[src/sv/rpbd_pkg.sv]
// ----------------------------------------------------------------------------
// rpbd_pkg
// Shared constants for the raster PackBits row decoder: page limits, decode
// phase codes, control byte codes, register indexes and luma weights.
// ----------------------------------------------------------------------------
package rpbd_pkg;

  localparam int unsigned MAX_WIDTH = 4096;

  localparam int unsigned WIDTH_W   = 13;
  localparam int unsigned HEIGHT_W  = 16;
  localparam int unsigned ROWS_W    = 17;
  localparam int unsigned REPEAT_W  = 9;
  localparam int unsigned COLUMN_W  = 12;
  localparam int unsigned CFG_IDX_W = 2;
  localparam int unsigned CFG_DAT_W = 16;

  localparam logic [1:0] PH_REPEAT  = 2'd0;
  localparam logic [1:0] PH_CONTROL = 2'd1;
  localparam logic [1:0] PH_PIXEL   = 2'd2;

  localparam logic [1:0] COMP_RED   = 2'd0;
  localparam logic [1:0] COMP_GREEN = 2'd1;
  localparam logic [1:0] COMP_BLUE  = 2'd2;

  localparam logic [7:0] CTRL_FILL    = 8'd128;
  localparam logic [8:0] LIT_BASE     = 9'd257;
  localparam logic [7:0] FILL_WHITE   = 8'hFF;
  localparam logic [7:0] FILL_BLACK   = 8'h00;

  localparam logic [CFG_IDX_W-1:0] CFG_IMAGE_WIDTH  = 2'd0;
  localparam logic [CFG_IDX_W-1:0] CFG_IMAGE_HEIGHT = 2'd1;
  localparam logic [CFG_IDX_W-1:0] CFG_COLOR_MODE   = 2'd2;
  localparam logic [CFG_IDX_W-1:0] CFG_WHITE_IS_FF  = 2'd3;

  localparam logic [7:0] LUMA_R = 8'd77;
  localparam logic [7:0] LUMA_G = 8'd150;
  localparam logic [7:0] LUMA_B = 8'd29;

endpackage

[src/sv/raster_packbits_row_decoder.sv]
// ----------------------------------------------------------------------------
// raster_packbits_row_decoder
// Decodes the modified PackBits body of a raster page into grey pixel runs.
// ----------------------------------------------------------------------------
// Input channel (in_valid / in_stall / in_data_byte) takes one compressed
// byte per transfer. Each row opens with a line-repeat byte, then control
// bytes and pixel bytes until the row is full. A byte that completes a
// pixel or a fill run gives one result on the output channel; other bytes
// give none. A bad page size gives one status result per byte.
// A result is registered and appears on out_valid the cycle after its
// byte's transfer. One byte is taken per cycle while in_stall is low; the
// decode state and the result register are updated in the same cycle.
// When the receiver stalls with a result held, in_stall rises and the
// input waits; the held result does not change until it is taken.
// The cfg_ write port sets image size, color mode and fill value; any
// write restarts the page. Write only while no result is pending.
// Reset (rst_n low, synchronous) clears the decode state, loads register
// defaults (white fill) and empties the result register.
// ----------------------------------------------------------------------------
module raster_packbits_row_decoder (
  input  logic                               clk,
  input  logic                               rst_n,
  input  logic                               cfg_we,
  input  logic [rpbd_pkg::CFG_IDX_W-1:0]     cfg_index,
  input  logic [rpbd_pkg::CFG_DAT_W-1:0]     cfg_data,
  input  logic                               in_valid,
  output logic                               in_stall,
  input  logic [7:0]                         in_data_byte,
  output logic                               out_valid,
  input  logic                               out_stall,
  output logic [7:0]                         out_pixel_gray,
  output logic [rpbd_pkg::COLUMN_W-1:0]      out_start_column,
  output logic [rpbd_pkg::WIDTH_W-1:0]       out_run_length,
  output logic                               out_row_end,
  output logic [rpbd_pkg::REPEAT_W-1:0]      out_row_repeat,
  output logic                               out_page_end,
  output logic                               out_status
);

  localparam int unsigned WW = rpbd_pkg::WIDTH_W;
  localparam int unsigned HW = rpbd_pkg::HEIGHT_W;
  localparam int unsigned RW = rpbd_pkg::ROWS_W;
  localparam int unsigned PW = rpbd_pkg::REPEAT_W;

  logic [WW-1:0] width_r;
  logic [HW-1:0] height_r;
  logic          color_r;
  logic          white_r;

  logic [1:0]    phase_r,       phase_nxt;
  logic [WW-1:0] column_r,      column_nxt;
  logic [RW-1:0] rows_r,        rows_nxt;
  logic [PW-1:0] repeat_r,      repeat_nxt;
  logic [WW-1:0] pix_left_r,    pix_left_nxt;
  logic          literal_r,     literal_nxt;
  logic [1:0]    comp_r,        comp_nxt;
  logic [7:0]    red_r,         red_nxt;
  logic [7:0]    green_r,       green_nxt;

  logic                       out_valid_r;
  logic [7:0]                 gray_r,      gray_nxt;
  logic [rpbd_pkg::COLUMN_W-1:0] start_r,  start_nxt;
  logic [WW-1:0]              len_r,       len_nxt;
  logic                       row_end_r,   row_end_nxt;
  logic [PW-1:0]              rep_out_r,   rep_out_nxt;
  logic                       page_end_r,  page_end_nxt;
  logic                       status_r,    status_nxt;
  logic                       res_valid;

  logic          accept;
  logic          bad_size;
  logic [WW-1:0] room;
  logic [7:0]    luma;
  logic          emit;
  logic [7:0]    emit_gray;
  logic [WW-1:0] emit_len;
  logic [WW-1:0] pix_n;
  logic [WW-1:0] pl_dec;
  logic [WW:0]   col_sum;
  logic [RW:0]   rows_sum;
  logic [PW-1:0] rep_n;
  logic [RW-1:0] rows_left;

  function automatic logic [WW-1:0] clamp_room(input logic [WW-1:0] n,
                                               input logic [WW-1:0] lim);
    clamp_room = (n > lim) ? lim : n;
  endfunction

  rpbd_luma u_luma (
    .red   (red_r),
    .green (green_r),
    .blue  (in_data_byte),
    .gray  (luma)
  );

  assign in_stall = out_valid_r & out_stall;
  assign accept   = in_valid & ~in_stall;
  assign bad_size = (width_r == '0) || (width_r > WW'(rpbd_pkg::MAX_WIDTH)) ||
                    (height_r == '0);
  assign room     = (column_r < width_r) ? (width_r - column_r) : '0;
  assign pl_dec   = (pix_left_r != '0) ? (pix_left_r - 1'b1) : '0;
  assign rows_left = (rows_r < RW'(height_r)) ? (RW'(height_r) - rows_r) : RW'(1);

  always_comb begin
    phase_nxt    = phase_r;
    column_nxt   = column_r;
    rows_nxt     = rows_r;
    repeat_nxt   = repeat_r;
    pix_left_nxt = pix_left_r;
    literal_nxt  = literal_r;
    comp_nxt     = comp_r;
    red_nxt      = red_r;
    green_nxt    = green_r;
    res_valid    = 1'b0;
    gray_nxt     = '0;
    start_nxt    = '0;
    len_nxt      = '0;
    row_end_nxt  = 1'b0;
    rep_out_nxt  = '0;
    page_end_nxt = 1'b0;
    status_nxt   = 1'b0;
    emit         = 1'b0;
    emit_gray    = '0;
    emit_len     = '0;
    pix_n        = '0;
    rep_n        = '0;
    col_sum      = '0;
    rows_sum     = '0;

    if (bad_size) begin
      res_valid  = 1'b1;
      status_nxt = 1'b1;
    end else begin
      case (phase_r)
        rpbd_pkg::PH_CONTROL: begin
          if (in_data_byte == rpbd_pkg::CTRL_FILL) begin
            emit      = 1'b1;
            emit_gray = white_r ? rpbd_pkg::FILL_WHITE : rpbd_pkg::FILL_BLACK;
            emit_len  = clamp_room(width_r, room);
          end else begin
            if (in_data_byte > rpbd_pkg::CTRL_FILL) begin
              pix_n       = WW'(rpbd_pkg::LIT_BASE - {1'b0, in_data_byte});
              literal_nxt = 1'b1;
            end else begin
              pix_n       = WW'(in_data_byte) + 1'b1;
              literal_nxt = 1'b0;
            end
            pix_left_nxt = clamp_room(pix_n, room);
            comp_nxt     = rpbd_pkg::COMP_RED;
            phase_nxt    = rpbd_pkg::PH_PIXEL;
          end
        end
        rpbd_pkg::PH_PIXEL: begin
          if (color_r && comp_r == rpbd_pkg::COMP_RED) begin
            red_nxt  = in_data_byte;
            comp_nxt = rpbd_pkg::COMP_GREEN;
          end else if (color_r && comp_r == rpbd_pkg::COMP_GREEN) begin
            green_nxt = in_data_byte;
            comp_nxt  = rpbd_pkg::COMP_BLUE;
          end else begin
            comp_nxt  = color_r ? rpbd_pkg::COMP_RED : comp_r;
            emit_gray = color_r ? luma : in_data_byte;
            if (literal_r) begin
              pix_n        = WW'(1);
              pix_left_nxt = pl_dec;
              if (pl_dec == '0) begin
                phase_nxt = rpbd_pkg::PH_CONTROL;
              end
            end else begin
              pix_n        = pix_left_r;
              pix_left_nxt = '0;
              phase_nxt    = rpbd_pkg::PH_CONTROL;
            end
            emit     = 1'b1;
            emit_len = (pix_n == '0) ? clamp_room(WW'(1), room) : pix_n;
          end
        end
        default: begin
          rep_n      = PW'(in_data_byte) + 1'b1;
          repeat_nxt = (RW'(rep_n) > rows_left) ? PW'(rows_left) : rep_n;
          column_nxt = '0;
          phase_nxt  = rpbd_pkg::PH_CONTROL;
        end
      endcase

      if (emit) begin
        res_valid  = 1'b1;
        gray_nxt   = emit_gray;
        start_nxt  = column_r[rpbd_pkg::COLUMN_W-1:0];
        len_nxt    = emit_len;
        col_sum    = {1'b0, column_r} + {1'b0, emit_len};
        column_nxt = col_sum[WW-1:0];
        if (col_sum >= {1'b0, width_r}) begin
          row_end_nxt  = 1'b1;
          rep_out_nxt  = repeat_r;
          rows_sum     = {1'b0, rows_r} + (RW+1)'(repeat_r);
          rows_nxt     = rows_sum[RW-1:0];
          column_nxt   = '0;
          phase_nxt    = rpbd_pkg::PH_REPEAT;
          pix_left_nxt = '0;
          comp_nxt     = rpbd_pkg::COMP_RED;
          if (rows_sum >= (RW+1)'(height_r)) begin
            page_end_nxt = 1'b1;
            rows_nxt     = '0;
          end
        end
      end
    end
  end

  always_ff @(posedge clk) begin
    if (!rst_n) begin
      width_r  <= '0;
      height_r <= '0;
      color_r  <= 1'b0;
      white_r  <= 1'b1;
    end else if (cfg_we) begin
      case (cfg_index)
        rpbd_pkg::CFG_IMAGE_WIDTH:  width_r  <= cfg_data[WW-1:0];
        rpbd_pkg::CFG_IMAGE_HEIGHT: height_r <= cfg_data[HW-1:0];
        rpbd_pkg::CFG_COLOR_MODE:   color_r  <= cfg_data[0];
        rpbd_pkg::CFG_WHITE_IS_FF:  white_r  <= cfg_data[0];
        default: ;
      endcase
    end
  end

  always_ff @(posedge clk) begin
    if (!rst_n || cfg_we) begin
      phase_r    <= rpbd_pkg::PH_REPEAT;
      column_r   <= '0;
      rows_r     <= '0;
      repeat_r   <= PW'(1);
      pix_left_r <= '0;
      literal_r  <= 1'b0;
      comp_r     <= rpbd_pkg::COMP_RED;
      red_r      <= '0;
      green_r    <= '0;
    end else if (accept) begin
      phase_r    <= phase_nxt;
      column_r   <= column_nxt;
      rows_r     <= rows_nxt;
      repeat_r   <= repeat_nxt;
      pix_left_r <= pix_left_nxt;
      literal_r  <= literal_nxt;
      comp_r     <= comp_nxt;
      red_r      <= red_nxt;
      green_r    <= green_nxt;
    end
  end

  always_ff @(posedge clk) begin
    if (!rst_n) begin
      out_valid_r <= 1'b0;
    end else if (accept && res_valid) begin
      out_valid_r <= 1'b1;
    end else if (!out_stall) begin
      out_valid_r <= 1'b0;
    end
  end

  always_ff @(posedge clk) begin
    if (accept && res_valid) begin
      gray_r     <= gray_nxt;
      start_r    <= start_nxt;
      len_r      <= len_nxt;
      row_end_r  <= row_end_nxt;
      rep_out_r  <= rep_out_nxt;
      page_end_r <= page_end_nxt;
      status_r   <= status_nxt;
    end
  end

  assign out_valid        = out_valid_r;
  assign out_pixel_gray   = gray_r;
  assign out_start_column = start_r;
  assign out_run_length   = len_r;
  assign out_row_end      = row_end_r;
  assign out_row_repeat   = rep_out_r;
  assign out_page_end     = page_end_r;
  assign out_status       = status_r;

`ifndef ASSERT_OFF
  a_page_end_row_end: assert property (@(posedge clk) disable iff (!rst_n)
    out_valid_r && page_end_r |-> row_end_r)
    else $error("page end without row end");

  a_pixel_count: assert property (@(posedge clk) disable iff (!rst_n)
    phase_r == rpbd_pkg::PH_PIXEL |-> pix_left_r != '0)
    else $error("pixel phase with no pixels left");

  a_column_in_row: assert property (@(posedge clk) disable iff (!rst_n)
    phase_r != rpbd_pkg::PH_REPEAT |-> column_r < width_r)
    else $error("column beyond row width");

  a_status_empty: assert property (@(posedge clk) disable iff (!rst_n)
    out_valid_r && status_r |-> len_r == '0 && !row_end_r)
    else $error("status result carries a run");
`endif

endmodule

[src/sv/rpbd_luma.sv]
// ----------------------------------------------------------------------------
// rpbd_luma
// Integer Rec.601 luma of one RGB pixel: (77 R + 150 G + 29 B) >> 8.
// ----------------------------------------------------------------------------
module rpbd_luma (
  input  logic [7:0] red,
  input  logic [7:0] green,
  input  logic [7:0] blue,
  output logic [7:0] gray
);

  logic [15:0] prod_r;
  logic [15:0] prod_g;
  logic [15:0] prod_b;
  logic [15:0] sum;

  assign prod_r = 16'(red)   * 16'(rpbd_pkg::LUMA_R);
  assign prod_g = 16'(green) * 16'(rpbd_pkg::LUMA_G);
  assign prod_b = 16'(blue)  * 16'(rpbd_pkg::LUMA_B);
  assign sum    = prod_r + prod_g + prod_b;
  assign gray   = sum[15:8];

endmodule
[config.mk]
export PLATFORM = sky130hd
export DESIGN_NAME = raster_packbits_row_decoder
export DESIGN_NICKNAME = d
export VERILOG_FILES = /design/src/sv/rpbd_pkg.sv /design/src/sv/raster_packbits_row_decoder.sv /design/src/sv/rpbd_luma.sv
export SDC_FILE = /design/constraint.sdc
export NUM_CORES = 1
export LEC_CHECK = 0
export BUFFER_PORTS_ARGS = -buffer_cell sky130_fd_sc_hd__buf_2
export CORE_ASPECT_RATIO = 1.1
export CORE_MARGIN = 5
export CORE_UTILIZATION = 40
export CTS_CLUSTER_DIAMETER = 100
export DETAILED_ROUTE_END_ITERATION = 8
export HOLD_SLACK_MARGIN = 0.02
export PLACE_DENSITY_LB_ADDON = 0.12
export SKIP_CTS_REPAIR_TIMING = 1
export SYNTH_ARGS = -nofsm -noshare
export SYNTH_HDL_FRONTEND = slang
export SYNTH_HIERARCHICAL = 1
export SYNTH_SLANG_ARGS = --single-unit
export TNS_END_PERCENT = 100
[constraint.sdc]
create_clock -name clk -period 9.1 [get_ports clk]
set_input_delay 0.91 -clock clk [delete_from_list [all_inputs] [get_ports clk]]
set_output_delay 0.91 -clock clk [all_outputs]
set_load 0.01 [all_outputs]
### Word-level counts from Yosys, hierarchy flattened

Index checks and enable logic that the tools add are counted.

* bits in registers: 150
* input bits: 31
* output and inout bits: 47
* word-level logic and storage cells: 157

* add/subtract/negate cells: 10
* $mul: 3
* order comparisons: 10
* eq/ne operators: 9
* multiplexer cells: 67
* bitwise logic cells: 9
* reductions and logical operators: 28

Operators by type and width (count)
* 13-bit 2-to-1 mux: 28
* 13-bit case mux with 2 select lines: 2
* 8-bit 2-to-1 mux: 5
* 13-bit logical NOT: 3
* 17-bit 2-to-1 mux: 2
* 8-bit by 7-bit multiplier with 15-bit output (second input constant): 2
* 13-bit greater-than comparator: 2
* 2-bit 2-to-1 mux: 13
* 17-bit by 9-bit adder with 18-bit output: 1
* 8-bit by 1-bit adder with 9-bit output (second input constant): 2
* 18-bit by 16-bit greater-or-equal comparator with 1-bit output: 1
* 9-bit by 17-bit greater-than comparator with 1-bit output: 1
* 17-bit by 16-bit < comparator with 1-bit output: 1
* 16-bit by 17-bit subtractor with 17-bit output: 1
* 15-bit by 16-bit adder with 16-bit output: 1
* 16-bit by 13-bit adder with 16-bit output: 1
* 16-bit logical NOT: 1
* 8-bit case mux with 2 select lines: 1
* 13-bit by 13-bit adder with 14-bit output: 1
* 14-bit by 13-bit greater-or-equal comparator with 1-bit output: 1
* 1-bit by 13-bit greater-than comparator with 1-bit output (first input constant): 1
* 13-bit greater-than comparator (second input constant): 1
* 13-bit < comparator: 1
* 8-bit by 5-bit multiplier with 13-bit output (second input constant): 1
* 25 further kinds: 62

### Depth between registers and ports, before layout

* word-level depth: 16
* depth in mapped cells: 42
* mapped depth without buffers: 40

### Cells and area by module

Netlist, hierarchy kept.

By module, submodules not included
* raster_packbits_row_decoder: instances 1, cells each 1454, area an instance 11632.4 um2, sequential area each 3453.3 um2
* rpbd_luma: instances 1, cells each 309, area an instance 3046.7 um2, sequential area each 0.0 um2

### Worst setup path after synthesis

No wires, ideal clock.

* kind: reg-to-reg
* start point: register column_r[1]
* end point: register rows_r[1]
* setup time: 0.070 ns
* data arrival time: 7.823 ns
* required time: 9.030 ns
* path slack: 1.206 ns
* stages on the path, launching flop included: 40
* buffers on the path: 4
* clock period less this slack: 7.894 ns
* cells stage by stage: dfxtp_1 inv_1 ha_1 nor2b_1 o2111ai_1 a311oi_1 o21ai_1 and2_1 clkbuf_1 nor2_1 inv_1 ha_1 a21o_1 a21o_1 a221oi_1 o221ai_1 o21a_1 o221ai_4 (+4 left out) o21ai_0 nor2_1 o22ai_1 o21ai_0 o21a_1 nor2_1 xnor2_1 ha_1 a21o_1 a211o_1 a221o_1 a211oi_1 or2_2 a21o_1 buf_2 clkbuf_1 nand2_1 a21oi_1

* word-level cells in the longest chain between the ends: 12
* elaborated cells on any way between the ends: 16
* those cells by class: add/sub (2); order compare (4); mux (9); reduce/logical (1)

Ends and longest elaborated chain
* from (decl): line raster_packbits_row_decoder.sv:51 `logic [WW-1:0] column_r, column_nxt;`
* from (signal assigned): line raster_packbits_row_decoder.sv:241 `column_r <= column_nxt;`
* 13-bit subtractor / 13-bit < comparator (equally long branches): line raster_packbits_row_decoder.sv:100 `assign room = (column_r < width_r) ? (width_r - column_r) : '0;`
* 13-bit 2-to-1 mux: line raster_packbits_row_decoder.sv:100
* 1-bit by 13-bit greater-than comparator with 1-bit output: line raster_packbits_row_decoder.sv:86 `clamp_room = (n > lim) ? lim : n;`
* 13-bit 2-to-1 mux: line raster_packbits_row_decoder.sv:86
* 13-bit 2-to-1 mux: line raster_packbits_row_decoder.sv:175 `emit_len = (pix_n == '0) ? clamp_room(WW'(1), room) : pix_n;`
* 13-bit 2-to-1 mux: line raster_packbits_row_decoder.sv:157 `end else if (color_r && comp_r == rpbd_pkg::COMP_GREEN) begin`
* 13-bit 2-to-1 mux: line raster_packbits_row_decoder.sv:154 `if (color_r && comp_r == rpbd_pkg::COMP_RED) begin`
* 13-bit case mux with 2 select lines: line raster_packbits_row_decoder.sv:134 `case (phase_r)`
* 13-bit 2-to-1 mux: line raster_packbits_row_decoder.sv:130 `if (bad_size) begin`
* 13-bit by 13-bit adder with 14-bit output (*): line raster_packbits_row_decoder.sv:191 `col_sum = {1'b0, column_r} + {1'b0, emit_len};`
* 14-bit by 13-bit greater-or-equal comparator with 1-bit output (*): line raster_packbits_row_decoder.sv:193 `if (col_sum >= {1'b0, width_r}) begin`
* 4-bit AND reduction (no source line) (*)
* to (signal assigned): line raster_packbits_row_decoder.sv:242 `rows_r <= rows_nxt;`
* to (decl): line raster_packbits_row_decoder.sv:52 `logic [RW-1:0] rows_r, rows_nxt;`

Every way passes the cells marked *; elsewhere a longest branch is shown, timed or not. The select of a mux whose other input is x is not followed.
A chain may end at the register's enable or synchronous reset.

### Worst setup path after layout

* start point: register column_r[1]
* end point: register pix_left_r[10]

* word-level cells in the longest chain between the ends: 13
* elaborated cells on any way between the ends: 21
* those cells by class: add/sub (2); order compare (5); mux (14)

Ends and longest elaborated chain
* 13-bit subtractor / 13-bit < comparator (equally long branches): line raster_packbits_row_decoder.sv:100
* 13-bit 2-to-1 mux: line raster_packbits_row_decoder.sv:100
* 1-bit by 13-bit greater-than comparator with 1-bit output: line raster_packbits_row_decoder.sv:86
* 13-bit 2-to-1 mux: line raster_packbits_row_decoder.sv:86
* 13-bit 2-to-1 mux: line raster_packbits_row_decoder.sv:175
* 13-bit 2-to-1 mux: line raster_packbits_row_decoder.sv:157
* 13-bit 2-to-1 mux: line raster_packbits_row_decoder.sv:154
* 13-bit case mux with 2 select lines: line raster_packbits_row_decoder.sv:134
* 13-bit 2-to-1 mux: line raster_packbits_row_decoder.sv:130
* 13-bit by 13-bit adder with 14-bit output: line raster_packbits_row_decoder.sv:191
* 14-bit by 13-bit greater-or-equal comparator with 1-bit output: line raster_packbits_row_decoder.sv:193
* 13-bit 2-to-1 mux: line raster_packbits_row_decoder.sv:193
* 13-bit 2-to-1 mux (*): line raster_packbits_row_decoder.sv:186 `if (emit) begin`
* to (signal assigned): line raster_packbits_row_decoder.sv:244 `pix_left_r <= pix_left_nxt;`
* to (decl): line raster_packbits_row_decoder.sv:54 `logic [WW-1:0] pix_left_r, pix_left_nxt;`

Marked as above.

==> run_results.csv <==
group,metric,value,unit
outcome,status,"finished clean",
pwr,leakage,7.11,nW
layout,drive_gt1_share,10.8,%
logic_synthesis,yosysMostFrequentCell,"nand2_1",
layout,diodes,0,
logic_synthesis,syn_inst,1763,
pwr,cellPowerDensity,131,nW/µm²
timing,rsz0062_at_grt,"false",
pwr,power_frac_comb,30.9,%
critical_path,cp-start-kind,"flop",
drt,ant_nets,0,
timing,final_max_slew_viol_count,0,
timing,setup_tns,0,ps
logic_synthesis,synthFlopType,"dfxtp_1",
critical_path,worstSetupStartpoint,"column_r[1]",
pwr,power,0.00214,W
floorplan,die_y,211,µm
logic_synthesis,synth_nets,2053,
critical_path,cpPeakStageDelay,520,ps
pwr,switching_share,35.4,%
floorplan,coreArea,36200,µm²
logic_synthesis,avgSynthCellArea,8.33,µm²
timing,whs,481,ps
clocking,tritoncts,"built",
grt,grt_max_degree,55,
layout,utilization,45.1,%
layout,syn2layout_area_growth,11.2,%
logic_synthesis,synth-edff-count,45,
clocking,clk_pin_slew,70,ps
critical_path,critPathRequiredTime,9470,ps
floorplan,num_rows,73,
logic_synthesis,synth_top_area_share,17.0,%
pwr,p_int,0.00139,W
floorplan,dieArea,40600,µm²
logic_synthesis,synth_commonest_cells,"nand2_1, ha_1, inv_1",
timing,relSlewSlack,27.6,%
timing,max_freq,0.118,GHz
clocking,clock_path_buffers,2,
hold_path,hp-class,"flop to flop",
pwr,clkPwrFrac,34.7,%
drt,vias_per_cell,5.59,
critical_path,worstPathArrival,8840,ps
critical_path,rr_startpoint,"column_r[1]",
critical_path,cp-end-kind,"flop",
timing,setup_violations,0,
logic_synthesis,mappedNetlistArea,14700,µm²
critical_path,slowest_stage,"or4_1",
clocking,cts.sinks,150,
timing,period_share,93.0,%
logic_synthesis,netlist-cell-type-count,96,
timing,worst_pin_slew,1080,ps
clocking,numCtsBuffers,17,
timing,finClkSkew,16.9,ps
floorplan,start_util,40.6,%
clocking,h-tree-depth,4,
clocking,cts-root-buf,"clkbuf_16",
grt,grt_overflow,0,
logic_synthesis,synthArstFlopShare,0,%
critical_path,crit_type,"flop to flop",
timing,hold_viol_final,0,
critical_path,crit_top_cell,"ha_1",
pwr,power_frac_seq,34.4,%
logic_synthesis,ys_warn_count,6,
logic_synthesis,synthTopCellsByArea,"ha_1, dfxtp_1, edfxtp_1",
grt,grt_pass1_vias,12900,
layout,final_nets,2123,
drt,drc,0,
timing,period_needed,8470,ps
floorplan,die_x,193,µm
placement,place.detailed.hpwl,37100,µm
pwr,ir_drop,0.132,mV
grt,antenna_found_initial,0,
drt,drtPass1Iterations,6,
drt,dr.first_iter.drc_count,1200,
layout,fill_cells,3670,
critical_path,critPathMaxFanout,11,
clocking,insertion_delay,460,ps
grt,grtUsageTotal,23.1,%
logic_synthesis,synth_area_leader_cell,"ha_1",
logic_synthesis,ys_seq_area_share,23.5,%
logic_synthesis,ys_ff_latch,150,
drt,routed_wl,46400,µm
grt,grt_first_pass_wirelength,73100,µm
placement,gp_congestion,0.962,
pwr,p_sw,0.000759,W
drt,routed-via-count,13000,
flow_run,maxCapViolCount,0,
hold_path,worstHoldStart,"rows_r[15]",
floorplan,boundaryPins,78,
drt,wl_per_cell,19.9,µm
placement,port_buffers,77,
[cell usage in the layout (no fill, tap or decap), drive strengths merged, types with 7 or more instances in the layout]
cell type  Yosys  layout
nor3          36      36
o31ai          7       7
a211oi        14      14
or2           11      11
a22oi         14      14
a21boi        31      31
a21oi        109     109
xnor2         44      44
ha           200     200
and4           8       8
clkbuf        45      21
edfxtp        45      45
and3          11      11
o21bai        10      10
nand2b        14      14
mux2           8       8
a21o          34      34
or3           15      15
nor2         135     135
xor2          20      20
nand4         19      19
mux2i         25      25
fa            59      59
o21ai        103     103
o21a          21      21
o211ai         7       7
dfxtp        105     105
inv          185     193
nand3         50      50
nor4          19      19
nand2        201     201
nor2b         18      18
a31oi         13      13
buf           14     110
and2          21      21
[per-stage QoR]
| stage | std cells | cell area [µm²] | setup WS (ps) |
|---|---|---|---|
| floorplan | 1763 | 14700 | 1210 |
| global placement | 2298 | 15700 | 735 |
| detailed placement | 2298 | 15700 | 505 |
| CTS | 2330 | 16300 | 447 |
| global route | 2333 | 16300 | 68.0 |
| finish | 2333 | 16300 | 634 |
[logic make-up (layout without fill, tap and decap cells)]
group | Yosys count | in the layout | synth area share (%)
flops | 150 | 150 | 23.5
mux | 33 | 33 | 2.32
buf+inv | 244 | 327 | 6.38
simple gates | 587 | 587 | 19.6
compound gates | 425 | 425 | 19.2
other cells | 1 | 1 | 0.0255
fa+ha+maj | 259 | 259 | 25.1
xor+xnor | 64 | 64 | 3.82
[worst paths after layout]
kind,endpoint,slack [ps],cells after the start
min,rows_r[15],480,2
min reg2reg,rows_r[15],480,2
max reg2reg,pix_left_r[10],630,37
max,pix_left_r[10],630,37
[registers in the layout (all words and copies together), names as in the netlist, 9 cells and up]
name and flops:
out_start_column 12, column_r 13, pix_left_r 13, height_r 16, rows_r 17, width_r 13, repeat_r 9, out_row_repeat 9
out_run_length 13
[power groups by stage]
stage / registers (W) / clock network, W / logic (W)
5_1_grt: 0.000740 / 0.000785 / 0.000740
6_report: 0.000738 / 0.000745 / 0.000662
3_5_place_dp: 0.000752 / 0 / 0.000636
3_3_place_gp: 0.000753 / 0 / 0.000632
4_1_cts: 0.000738 / 0.000760 / 0.000641
2_1_floorplan: 0.000760 / 0 / 0.000434
[per-layer routing]
layer	GRT usage [%]	part of all wire [%]	up-vias
li1	-	-	6365
met1	31.7	46	6235
met2	37.0	46	357
met3	3.72	4.9	76
met4	7.82	3.1	0
met5	0	0	-
[critical path: cells and delay by family (launching register included)]
| kind | cells | cell delay, ps |
|---|---|---|
| AOI/OAI and AO/OA | 20 | 4140 |
| and+or+nand+nor | 9 | 2190 |
| adders and majority gates | 4 | 1110 |
| DFF | 1 | 410 |
| buffers and inverters | 3 | 370 |
| xor gates and xnor gates | 1 | 160 |
[layout make-up]
cell class | instances | area [µm²] | share of cell area, %
Clock inverter | 11 | 97.6 | 0.598
Timing Repair Buffer | 110 | 646 | 3.96
Sequential cell | 150 | 3450 | 21.2
Clock buffer | 21 | 505 | 3.10
Tap cell | 487 | 609 | 3.73
Multi-Input combinational cell | 1369 | 10300 | 63.2
Inverter | 185 | 694 | 4.25
Note: power is estimated with default switching activity, not from simulation.
